[config.mk]
export PLATFORM = sky130hd
export DESIGN_NAME = square_oscillator_sync_pm_top
export DESIGN_NICKNAME = d
export VERILOG_FILES = /design/src/rtl/core/sqosc_pkg.sv /design/src/rtl/core/sqosc_front.sv /design/src/rtl/core/sqosc_fifo.sv /design/src/rtl/core/sqosc_back.sv /design/src/rtl/core/square_oscillator_sync_pm_top.sv
export SDC_FILE = /design/constraint.sdc
export NUM_CORES = 2
export LEC_CHECK = 0
export BUFFER_PORTS_ARGS = -buffer_cell sky130_fd_sc_hd__buf_4
export CAP_MARGIN = 20
export CELL_PAD_IN_SITES_DETAIL_PLACEMENT = 0
export CELL_PAD_IN_SITES_GLOBAL_PLACEMENT = 1
export CORE_UTILIZATION = 52
export DETAILED_ROUTE_END_ITERATION = 8
export PLACE_DENSITY = 0.93
export SKIP_CTS_REPAIR_TIMING = 1
export SLEW_MARGIN = 20
export SYNTH_ARGS = -nofsm -noshare
export SYNTH_HDL_FRONTEND = slang
export SYNTH_SLANG_ARGS = --single-unit
[constraint.sdc]
create_clock -name clk -period 14.6 [get_ports clk]
set_input_delay 2.19 -clock clk [delete_from_list [all_inputs] [get_ports clk]]
set_output_delay 2.19 -clock clk [all_outputs]
set_load 0.03 [all_outputs]
[src/rtl/core/sqosc_pkg.sv]
// shared types and constants of the square oscillator with sync and phase modulation
// no dependencies; used by sqosc_front, sqosc_fifo, sqosc_back and the top level
package sqosc_pkg;

	localparam int PHASE_W = 34;   // phase accumulator, two's complement Q4.30
	localparam int CALC_W  = 36;   // working width for phase arithmetic, no overflow
	localparam int QUEUE_DEPTH = 4;
	localparam int QUEUE_PTR_W = $clog2(QUEUE_DEPTH);
	localparam int QUEUE_CNT_W = $clog2(QUEUE_DEPTH + 1);

	localparam logic [31:0] STEP_PER_HZ_RESET = 32'd5726623;
	localparam logic [29:0] HALF_STEP = 30'h2000_0000;

	localparam logic signed [CALC_W-1:0] ONE_CYCLE  = 36'sd1073741824;
	localparam logic signed [CALC_W-1:0] HALF_CYCLE = 36'sd536870912;

	localparam logic signed [1:0] LEVEL_POS = 2'sb01;
	localparam logic signed [1:0] LEVEL_NEG = 2'sb11;

	typedef enum logic [1:0] {
		SYNC_NONE,
		SYNC_LOAD,
		SYNC_ZERO
	} sync_kind_t;

	// one classified sample, as handed from the front to the back
	typedef struct packed {
		logic               neg_f;
		logic signed [30:0] step;
		logic signed [30:0] dev;
		sync_kind_t         sync_kind;
		logic        [30:0] trig;
	} work_t;

endpackage

[src/rtl/core/sqosc_front.sv]
// front part: takes input transactions, classifies sync, reduces the offset change
// and forms the saturated phase step through a registered multiplier; uses sqosc_pkg
module sqosc_front (
	input  logic                 clk,
	input  logic                 arst_n,
	input  logic [31:0]          step_per_hz,
	input  logic                 accept,
	input  logic signed [31:0]   frequency,
	input  logic signed [31:0]   pm_offset,
	input  logic signed [31:0]   sync_value,
	output logic                 push,
	output sqosc_pkg::work_t     push_data
);

	logic                   valid_s1, valid_s2;
	logic [31:0]            fmag_s1;
	sqosc_pkg::work_t       work_s1, work_s2;
	logic [63:0]            prod_s2;
	logic signed [31:0]     prev_offset_q;

	logic                   neg_f;
	logic [31:0]            fmag;
	logic signed [32:0]     dev_full;
	logic [32:0]            dev_abs;
	logic [29:0]            dev_mag;
	logic signed [30:0]     dev_red;
	logic                   trig_pos;
	logic                   trig_one;
	logic                   trig_le;
	sqosc_pkg::sync_kind_t  sync_kind;
	logic                   sat;
	logic [29:0]            smag;

	always_comb begin
		neg_f    = frequency[31];
		fmag     = neg_f ? (~frequency + 32'd1) : frequency;
		dev_full = {pm_offset[31], pm_offset} - {prev_offset_q[31], prev_offset_q};
		dev_abs  = dev_full[32] ? (~dev_full + 33'd1) : dev_full;
		dev_mag  = dev_abs[29:0];
		dev_red  = dev_full[32] ? -$signed({1'b0, dev_mag}) : $signed({1'b0, dev_mag});
		trig_pos = !sync_value[31] && (sync_value != 32'sd0);
		trig_one = (sync_value == 32'sd1073741824);
		trig_le  = trig_pos && (sync_value <= 32'sd1073741824);
		// negative frequency sends a sync of exactly one cycle to zero phase
		if (neg_f && trig_one) begin
			sync_kind = sqosc_pkg::SYNC_ZERO;
		end else if (trig_le) begin
			sync_kind = sqosc_pkg::SYNC_LOAD;
		end else begin
			sync_kind = sqosc_pkg::SYNC_NONE;
		end
	end

	always_ff @(posedge clk or negedge arst_n) begin
		if (!arst_n) begin
			valid_s1      <= 1'b0;
			valid_s2      <= 1'b0;
			prev_offset_q <= '0;
		end else begin
			valid_s1 <= accept;
			valid_s2 <= valid_s1;
			if (accept) begin
				prev_offset_q <= pm_offset;
			end
		end
	end

	// payload stages, free running: the occupancy limit keeps the queue from overflowing
	always_ff @(posedge clk) begin
		fmag_s1           <= fmag;
		work_s1.neg_f     <= neg_f;
		work_s1.step      <= '0;
		work_s1.dev       <= dev_red;
		work_s1.sync_kind <= sync_kind;
		work_s1.trig      <= sync_value[30:0];
		prod_s2           <= {32'd0, fmag_s1} * {32'd0, step_per_hz};
		work_s2           <= work_s1;
	end

	always_comb begin
		sat  = (prod_s2[63:46] != '0) || (prod_s2[45:16] > sqosc_pkg::HALF_STEP);
		smag = sat ? sqosc_pkg::HALF_STEP : prod_s2[45:16];
		push      = valid_s2;
		push_data = work_s2;
		push_data.step = work_s2.neg_f ? -$signed({1'b0, smag}) : $signed({1'b0, smag});
	end

endmodule

[src/rtl/core/sqosc_fifo.sv]
// short queue of classified samples between the front and the back
// uses sqosc_pkg for the entry type and depth
module sqosc_fifo (
	input  logic              clk,
	input  logic              arst_n,
	input  logic              push,
	input  sqosc_pkg::work_t  push_data,
	input  logic              pop,
	output logic              not_empty,
	output sqosc_pkg::work_t  head
);

	sqosc_pkg::work_t                       mem_q [sqosc_pkg::QUEUE_DEPTH];
	logic [sqosc_pkg::QUEUE_PTR_W-1:0]      wr_ptr_q, rd_ptr_q;
	logic [sqosc_pkg::QUEUE_CNT_W-1:0]      count_q;

	always_ff @(posedge clk) begin
		if (push) begin
			mem_q[wr_ptr_q] <= push_data;
		end
	end

	always_ff @(posedge clk or negedge arst_n) begin
		if (!arst_n) begin
			wr_ptr_q <= '0;
			rd_ptr_q <= '0;
			count_q  <= '0;
		end else begin
			if (push) begin
				wr_ptr_q <= wr_ptr_q + 1'b1;
			end
			if (pop) begin
				rd_ptr_q <= rd_ptr_q + 1'b1;
			end
			if (push && !pop) begin
				count_q <= count_q + 1'b1;
			end else if (pop && !push) begin
				count_q <= count_q - 1'b1;
			end
		end
	end

	assign not_empty = (count_q != '0);
	assign head      = mem_q[rd_ptr_q];

endmodule

[src/rtl/core/sqosc_back.sv]
// back part: owns the phase accumulator, applies sync, offset change and edge rules,
// and holds the result in an output register; uses sqosc_pkg
module sqosc_back (
	input  logic                 clk,
	input  logic                 arst_n,
	input  logic                 not_empty,
	input  sqosc_pkg::work_t     head,
	output logic                 pop,
	output logic                 out_valid,
	input  logic                 out_ready,
	output logic signed [1:0]    square_out
);

	logic [sqosc_pkg::PHASE_W-1:0]          phase_q;
	logic                                   out_valid_q;
	logic signed [1:0]                      square_q;

	logic signed [sqosc_pkg::CALC_W-1:0]    phase_x, step_x, dev_x, trig_x;
	logic signed [sqosc_pkg::CALC_W-1:0]    p_mod, p1, p2, p_next;
	logic                                   level_pos;

	always_comb begin
		phase_x = {{(sqosc_pkg::CALC_W - sqosc_pkg::PHASE_W){phase_q[sqosc_pkg::PHASE_W-1]}},
			phase_q};
		step_x  = {{(sqosc_pkg::CALC_W - 31){head.step[30]}}, head.step};
		dev_x   = {{(sqosc_pkg::CALC_W - 31){head.dev[30]}}, head.dev};
		trig_x  = {{(sqosc_pkg::CALC_W - 31){1'b0}}, head.trig};
		p_mod   = phase_x + dev_x;
		p1      = p_mod;
		p2      = p_mod;
		level_pos = 1'b1;
		if (!head.neg_f) begin
			if (head.sync_kind == sqosc_pkg::SYNC_LOAD) begin
				p1 = trig_x;
			end else if (p_mod <= 0) begin
				p1 = p_mod + sqosc_pkg::ONE_CYCLE;
			end
			// last sample of the cycle forced low, wrap forced high
			if (p1 >= sqosc_pkg::ONE_CYCLE) begin
				level_pos = 1'b1;
				p2 = p1 - sqosc_pkg::ONE_CYCLE;
			end else if (p1 + step_x >= sqosc_pkg::ONE_CYCLE) begin
				level_pos = 1'b0;
				p2 = p1;
			end else begin
				level_pos = (p1 <= sqosc_pkg::HALF_CYCLE);
				p2 = p1;
			end
		end else begin
			if (head.sync_kind == sqosc_pkg::SYNC_LOAD) begin
				p1 = trig_x;
			end else if (head.sync_kind == sqosc_pkg::SYNC_ZERO) begin
				p1 = '0;
			end else if (p_mod >= sqosc_pkg::ONE_CYCLE) begin
				p1 = p_mod - sqosc_pkg::ONE_CYCLE;
			end
			// mirrored edge rules for a falling phase
			if (p1 <= 0) begin
				level_pos = 1'b0;
				p2 = p1 + sqosc_pkg::ONE_CYCLE;
			end else if (p1 + step_x <= 0) begin
				level_pos = 1'b1;
				p2 = p1;
			end else begin
				level_pos = (p1 <= sqosc_pkg::HALF_CYCLE);
				p2 = p1;
			end
		end
		p_next = p2 + step_x;
	end

	assign pop = not_empty && (!out_valid_q || out_ready);

	always_ff @(posedge clk or negedge arst_n) begin
		if (!arst_n) begin
			phase_q     <= '0;
			out_valid_q <= 1'b0;
		end else begin
			if (pop) begin
				phase_q     <= p_next[sqosc_pkg::PHASE_W-1:0];
				out_valid_q <= 1'b1;
			end else if (out_ready) begin
				out_valid_q <= 1'b0;
			end
		end
	end

	always_ff @(posedge clk) begin
		if (pop) begin
			square_q <= level_pos ? sqosc_pkg::LEVEL_POS : sqosc_pkg::LEVEL_NEG;
		end
	end

	assign out_valid  = out_valid_q;
	assign square_out = square_q;

endmodule

[src/rtl/core/square_oscillator_sync_pm_top.sv]
// top level of the square oscillator with hard sync and phase modulation
// depends on sqosc_pkg, sqosc_front, sqosc_fifo and sqosc_back
//
// one input transaction (frequency in Q24.8 Hz, phase offset and sync value in Q2.30)
// gives one output transaction carrying +1 or -1. the block takes one transaction per
// cycle and keeps that rate as long as the output side drains: out_valid rises after
// the input register, the multiply register, the queue write and the phase update.
// the front computes the step as |frequency| * step_per_hz >> 16 through one 32x32
// multiplier with a register behind it, saturates it at half a cycle, and reduces the
// offset change; classified samples wait in a four-entry queue. the back owns the
// 34-bit phase accumulator and does sync, wrap and edge forcing combinationally per
// sample, so the phase loop there sets the rate. an output register decouples the
// result from the next sample. at most four samples are held between input acceptance
// and the back, plus one in the output register, and in_ready drops when four are in
// flight.
// step_per_hz is written through cfg_we/cfg_wdata and resets to 5726623; write it
// only while no transaction is in flight.
module square_oscillator_sync_pm_top (
	input  logic                clk,
	input  logic                arst_n,
	// configuration
	input  logic                cfg_we,
	input  logic [31:0]         cfg_wdata,
	// input channel
	input  logic                in_valid,
	output logic                in_ready,
	input  logic signed [31:0]  frequency,
	input  logic signed [31:0]  pm_offset,
	input  logic signed [31:0]  sync_value,
	// output channel
	output logic                out_valid,
	input  logic                out_ready,
	output logic signed [1:0]   square_out
);

	logic [31:0]                            step_per_hz_q;
	logic [sqosc_pkg::QUEUE_CNT_W-1:0]      inflight_q;

	logic                                   accept;
	logic                                   push;
	sqosc_pkg::work_t                       push_data;
	logic                                   pop;
	logic                                   not_empty;
	sqosc_pkg::work_t                       head;

	// step scale register
	always_ff @(posedge clk or negedge arst_n) begin
		if (!arst_n) begin
			step_per_hz_q <= sqosc_pkg::STEP_PER_HZ_RESET;
		end else if (cfg_we) begin
			step_per_hz_q <= cfg_wdata;
		end
	end

	// samples between input acceptance and leaving the queue; bounded by queue depth
	// so the front stages never have to stall
	assign in_ready = (inflight_q < sqosc_pkg::QUEUE_CNT_W'(sqosc_pkg::QUEUE_DEPTH));
	assign accept   = in_valid && in_ready;

	always_ff @(posedge clk or negedge arst_n) begin
		if (!arst_n) begin
			inflight_q <= '0;
		end else if (accept && !pop) begin
			inflight_q <= inflight_q + 1'b1;
		end else if (pop && !accept) begin
			inflight_q <= inflight_q - 1'b1;
		end
	end

	// classify and form the step
	sqosc_front u_front (
		.clk          (clk),
		.arst_n       (arst_n),
		.step_per_hz  (step_per_hz_q),
		.accept       (accept),
		.frequency    (frequency),
		.pm_offset    (pm_offset),
		.sync_value   (sync_value),
		.push         (push),
		.push_data    (push_data)
	);

	// decoupling queue
	sqosc_fifo u_fifo (
		.clk       (clk),
		.arst_n    (arst_n),
		.push      (push),
		.push_data (push_data),
		.pop       (pop),
		.not_empty (not_empty),
		.head      (head)
	);

	// phase accumulator and output register
	sqosc_back u_back (
		.clk        (clk),
		.arst_n     (arst_n),
		.not_empty  (not_empty),
		.head       (head),
		.pop        (pop),
		.out_valid  (out_valid),
		.out_ready  (out_ready),
		.square_out (square_out)
	);

endmodule
=== After elaboration in Yosys (flattened, before gate mapping) ===
Memories as Yosys holds them, arrays and structs flattened.
Cells that the tools add are included.

* Register bits after elaboration: 339
* Word-level logic and storage cells: 112
* Input bits: 133
* Bits in writable memories: 384
* ROM bits: 0
* Output and inout port bits: 4
* Memories: 1
* Latch bits: 0

{| class="wikitable"
|+ Memories
! name !! depth !! width !! rd ports !! clocked after Yosys merged registers in !! wr ports !! line !! source
|-
| u_fifo.mem_q || 4 || 96 || 1 || 0 || 1 || sqosc_fifo.sv:13 || <nowiki>sqosc_pkg::work_t mem_q [sqosc_pkg::QUEUE_DEPTH];</nowiki>
|}

* Bitwise gates (word level): 2
* Shift-type cells: 0
* Muxes and demuxes: 30
* $mul: 1
* Div/mod/pow operators: 0
* Equal/unequal tests: 3
* Reductions and logical operators: 22
* Add/sub/neg operators: 19
* $lt $le $gt $ge: 11

{| class="wikitable"
|+ Operator list
! cell !! count
|-
| 36-bit 2-to-1 mux || 7
|-
| 36-bit by 32-bit >= comparator with 1-bit output (second input constant) || 3
|-
| 36-bit by 1-bit <= comparator with 1-bit output (second input constant) || 3
|-
| 34-bit 2-to-1 mux || 3
|-
| 30-bit 2-to-1 mux || 3
|-
| 36-bit by 31-bit adder with 36-bit output || 2
|-
| 36-bit by 31-bit <= comparator with 1-bit output (second input constant) || 2
|-
| 32-bit by 32-bit multiplier with 64-bit output || 1
|-
| 31-bit 2-to-1 mux || 2
|-
| 30-bit negator with 31-bit output || 2
|-
| 36-bit by 32-bit adder with 36-bit output (second input constant) || 1
|-
| 36-bit by 32-bit subtractor with 36-bit output (second input constant) || 1
|-
| 34-bit by 31-bit adder with 35-bit output || 1
|-
| 34-bit by 31-bit adder with 34-bit output || 1
|-
| 34-bit by 32-bit adder with 34-bit output (second input constant) || 1
|-
| 34-bit by 32-bit subtractor with 34-bit output (second input constant) || 1
|-
| 32-bit by 32-bit subtractor with 33-bit output || 1
|-
| 32-bit by 1-bit adder with 32-bit output (second input constant) || 1
|-
| 32-bit == test (second input constant) || 1
|-
| 32-bit <= comparator (second input constant) || 1
|-
| 32-bit NOT || 1
|-
| 32-bit nonzero test || 1
|-
| 30-bit by 1-bit adder with 30-bit output (second input constant) || 1
|-
| 30-bit > comparator (second input constant) || 1
|-
| other kinds (16) || 46
|}

=== Logic depth before layout (Yosys ltp) ===
An unclocked memory read counts as a cell.

* Depth in word-level cells: 13
* Mapped depth: 40
* Depth with buffers taken out: 33

=== Cells and area by module ===
A second synthesis with hierarchy kept.

* Cells, all modules: 6,807
* Area total of the unflattened synthesis: 69,397.8 um2

{| class="wikitable"
|+ Modules (own cells, without submodules)
! module !! cells each !! area each (um2) !! seq. area each (um2) !! instances
|-
| sqosc_front || 4,717 || 43,290.3 || 5,054.8 || 1
|-
| sqosc_fifo || 535 || 14,217.4 || 11,706.2 || 1
|-
| sqosc_back || 1,473 || 10,361.2 || 905.9 || 1
|-
| square_oscillator_sync_pm_top || 82 || 1,529.0 || 893.4 || 1
|}

=== Worst setup path after synthesis ===
OpenSTA, ideal clock, no wires.

* Path kind: register to register
* Start: register u_fifo.rd_ptr_q[0] (netlist name)
* End: register u_back.square_q[1] (netlist: u_back.square_out[1]) (data pin)
* Stages on the path, launching flop included: 40
* Buffers on the path: 8
* Clock period less this slack: 11.212 ns
* Arrival time: 10.955 ns
* Setup time: 0.256 ns
* Slack: 3.388 ns
* Data required time: 14.344 ns
* Cells stage by stage: dfrtp_1 clkbuf_1 buf_2 clkbuf_1 buf_1 clkbuf_1 buf_1 mux4_2 ha_1 clkbuf_1 nand3_1 nor4_2 a21oi_1 o311a_1 or2_2 xnor2_1 ha_1 nand4_1 [4 not listed] nor2_1 or2_2 ha_1 inv_1 a2111o_1 nor4_1 o2111ai_1 and4b_1 o2111ai_1 a2111oi_0 o2111ai_1 or4_1 a21oi_1 o21ai_0 nor4_1 nand3_1 and3_1 o22a_1

* Longest elaborated chain between the ends: 13
* Elaborated cells on any way between the ends: 29
* Those cells by class: add/sub (5); order compare (8); eq/ne (2); mux (13); memory (1)

{| class="wikitable"
|+ Ends and longest elaborated chain
! element !! line !! source
|-
| from (decl) || sqosc_fifo.sv:14 || <nowiki>logic [sqosc_pkg::QUEUE_PTR_W-1:0] wr_ptr_q, rd_ptr_q;</nowiki>
|-
| from (signal assigned) || sqosc_fifo.sv:33 || <nowiki>rd_ptr_q <= rd_ptr_q + 1'b1;</nowiki>
|-
| memory 4 x 96 bit (*) || -- ||
|-
| 34-bit by 31-bit adder with 35-bit output || sqosc_back.sv:28 || <nowiki>p_mod = phase_x + dev_x;</nowiki>
|-
| 36-bit by 32-bit subtractor with 36-bit output / 36-bit by 32-bit >= comparator with 1-bit output (equally long branches) || sqosc_back.sv:55, sqosc_back.sv:54 ||
|-
| 36-bit 2-to-1 mux || sqosc_back.sv:54 || <nowiki>end else if (p_mod >= sqosc_pkg::ONE_CYCLE) begin</nowiki>
|-
| 36-bit 2-to-1 mux || sqosc_back.sv:52 || <nowiki>end else if (head.sync_kind == sqosc_pkg::SYNC_ZERO) begin</nowiki>
|-
| 36-bit 2-to-1 mux || sqosc_back.sv:50 || <nowiki>if (head.sync_kind == sqosc_pkg::SYNC_LOAD) begin</nowiki>
|-
| 36-bit 2-to-1 mux || sqosc_back.sv:32 || <nowiki>if (!head.neg_f) begin</nowiki>
|-
| 36-bit by 31-bit adder with 36-bit output || sqosc_back.sv:61 || <nowiki>end else if (p1 + step_x <= 0) begin</nowiki>
|-
| 36-bit by 1-bit <= comparator with 1-bit output || sqosc_back.sv:61 ||
|-
| 1-bit 2-to-1 mux || sqosc_back.sv:61 ||
|-
| 1-bit 2-to-1 mux || sqosc_back.sv:58 || <nowiki>if (p1 <= 0) begin</nowiki>
|-
| 1-bit 2-to-1 mux (*) || sqosc_back.sv:32 ||
|-
| 2-bit 2-to-1 mux (*) || sqosc_back.sv:90 || <nowiki>square_q <= level_pos ? sqosc_pkg::LEVEL_POS : sqosc_pkg::LEVEL_NEG;</nowiki>
|-
| to (signal assigned) || sqosc_back.sv:90 ||
|-
| to (decl) || sqosc_back.sv:16 || <nowiki>logic signed [1:0] square_q;</nowiki>
|}

Mark *: on every way between the ends. The rest lies on a longest branch, timed or not. The select of a mux whose other input is x is not followed.
A chain may end at the register's enable or synchronous reset.

=== Worst setup path after layout ===
Ends and elaborated chain as after synthesis.

==> results.json <==
{
  "status": "finished clean",
  "port_buffers": 135,
  "fin_worst_skew_ns": 0.0490,
  "setup_violations": 0,
  "finalWirelength_mm": 179,
  "area_delta_synth_final_pct": 7.93,
  "yosys.area.top_type": "fa_1",
  "grt_pass1_vias": 51300,
  "numCtsBuffers": 78,
  "worst_setup_path_end_kind": "flop",
  "crit_slowest_cell": "dfrtp_4",
  "worstSetupEndpoint": "u_back.square_out[1]",
  "finalCriticalPeriod_ns": 10.93,
  "dp_cells": 8359,
  "r2r_start": "u_fifo.rd_ptr_q[0]",
  "synth_cell_types": 100,
  "clk_pin_slew_ns": 0.06,
  "max_freq_mhz": 91.5,
  "fin_cells": 8506,
  "vias": 48800,
  "htreeDepth": 3,
  "critical-path-max-stage-delay_ns": 0.82,
  "drt-pass1-iter-count": 6,
  "grt_pass1_wl_mm": 285,
  "hpwlAfterDp_mm": 132,
  "clockBufferDepth": 3,
  "gr-total-overflow": 0,
  "rsz0062_at_grt": "no",
  "avgSynthCellArea_um2": 10.1,
  "die_y_um": 362,
  "drive_above_1_share_pct": 8.35,
  "min_from": "u_front.work_s1[29]",
  "dieArea_mm2": 0.131,
  "grt_max_degree": 66,
  "r2r_end": "u_back.square_out[1]",
  "hold_ws_ns": 0.318,
  "cp.arrival_ns": 11.36,
  "critical_path_required_ns": 15.02,
  "slew_violations": 0,
  "drt.antenna.violating_nets": 0,
  "track_usage_pct": 27.9,
  "hold_class": "reg2reg",
  "hold_viol_final": 0,
  "ys.flop_type": "edfxtp_1",
  "cts_tree": "done",
  "syn-cell-area_mm2": 0.0675,
  "ys_top_cells_by_area": "fa_1, edfxtp_1, ha_1",
  "antenna_found_initial": 1,
  "synth-seq-area-share_pct": 27.5,
  "gp_congestion": 0.959,
  "setup_tns_ns": 0,
  "cts-root-buf": "clkbuf_16",
  "clock_sinks": 706,
  "vias_per_cell": 5.74,
  "synth_edf_count": 385,
  "path_class": "reg2reg",
  "max_cap_violations": 0,
  "async_reset_ff_share_pct": 15.7,
  "dr.first_iter.drc_count": 3827,
  "avgRoutedWirePerCell_um": 21.1,
  "synth_seq_cells": 706,
  "nets": 8193,
  "tightest_slew_ns": 1.14,
  "syn_nets": 8202,
  "core_mm2": 0.128,
  "clk_latency_ns": 0.69,
  "ff2ff_path_depth": 33,
  "start_kind": "flop",
  "drc": 0,
  "std_cell_rows": 131,
  "path_max_fanout": 33,
  "synth_top_area_share_pct": 26.7,
  "cp-startpoint": "u_fifo.rd_ptr_q[0]",
  "die-width_um": 362,
  "post-route-period-util_pct": 74.9,
  "initial_core_util_pct": 52.7,
  "pin_count": 137,
  "relSlewSlack_pct": 24.2,
  "syn_inst": 6719,
  "yosysWarnings": 0,
  "ff2ff_setup_slack_ns": 3.67
}
==> state kept, by name (all words and copies together), names as in the netlist, 2 cells and up <==
name                   flops
inflight_q                 3
step_per_hz_q             32
u_back.phase_q            34
u_fifo.count_q             3
u_fifo.mem_q             384
u_fifo.rd_ptr_q            2
u_fifo.wr_ptr_q            2
u_front.fmag_s1           32
u_front.prev_offset_q     32
u_front.prod_s2           48
u_front.push_data         65
u_front.work_s1           65
==> cell families (layout without fill, tap and decap cells) <==
group / Yosys count / after routing / share of synthesized area [%]
compound gates: 835 / 835 / 8.20
xor+xnor: 241 / 241 / 3.13
fa+ha+maj: 1350 / 1350 / 35.0
buf+inv: 1396 / 1453 / 7.80
flops: 706 / 706 / 27.5
mux: 185 / 185 / 4.58
other cells: 1 / 2 / 0.00555
simple gates: 2005 / 2005 / 13.8
==> critical path: cells and delay by family, from the launching register on <==
| kind | cells | cell delay (ns) |
|---|---|---|
| AO/OA/AOI/OAI | 13 | 3.34 |
| AND/OR/NAND/NOR | 12 | 3.31 |
| adder cells (fa/ha/maj) | 3 | 1.07 |
| flip-flops | 1 | 0.82 |
| XOR/XNOR | 2 | 0.79 |
| buffers and inverters | 2 | 0.71 |
| multiplexers | 1 | 0.61 |
==> cells in the mapped netlist, types with 34 or more instances <==
master,n
o21ai_0,189
dfxtp_1,210
a21o_1,88
and3_1,34
nand3_1,69
fa_1,902
mux2i_1,38
nand2_1,1051
a21oi_1,190
nor2b_1,40
a31oi_1,34
ha_1,448
o31ai_1,36
clkbuf_1,273
edfxtp_1,385
inv_1,1093
dfrtp_1,97
nor3_1,85
nor2_1,244
mux4_2,94
xnor2_1,168
mux2_2,53
o21a_1,40
nand4_1,34
and2_1,267
xor2_1,73
==> cells in the final DEF (no fill, tap or decap), types with 39 or more instances in the layout <==
master     instances
inv_1           1093
nand2_1         1051
fa_1             902
ha_1             448
edfxtp_1         385
and2_1           263
nor2_1           243
buf_4            211
dfxtp_1          209
a21oi_1          190
o21ai_0          189
xnor2_1          168
mux4_2            94
dfrtp_1           94
a21o_1            87
nor3_1            85
clkbuf_16         80
xor2_1            73
nand3_1           69
mux2_2            53
o21a_1            40
nor2b_1           39
==> final cells by class <==
cell class,instances,area (um^2)
clock buffer,93,2100
antenna,1,2.50
inverter,1095,4110
sequential,706,18600
fill,10900,55300
multi-input combinational,4617,43800
tap,1729,2160
timing repair buffer,212,1600
clock inverter,53,601
==> metrics by stage <==
step | setup slack (ns) | util [%] | instance area [um^2]
CTS | 3.69 | 56.9 | 72900
global placement | 3.90 | 54.8 | 70200
finish | 3.67 | 56.9 | 72900
floorplan | 3.39 | - | 67500
detailed placement | 3.78 | 54.8 | 70200
global route | 2.79 | 56.9 | 72900
==> metal layers <==
layer | global-route usage, % | routed length [um] | vias up
met5 | 0 | 0 | -
met1 | 35.8 | 71700 | 24500
met4 | 11.8 | 8030 | 0
met2 | 46.1 | 85100 | 2055
li1 | - | - | 21800
met3 | 5.64 | 14600 | 424
==> worst min-delay path by stage <==
stage,end,slack [ns],cells past startpoint
6_report,u_front.push_data[29],0.32,0
2_1_floorplan,u_front.push_data[0],0.31,0
5_1_grt,u_front.push_data[28],0.32,0
3_3_place_gp,u_front.push_data[95],0.31,0
3_5_place_dp,u_front.push_data[30],0.31,0
4_1_cts,u_front.push_data[28],0.32,0
Power is not shown: default switching activity piles up to over one toggle a cycle in this logic, so the estimate is an artifact.
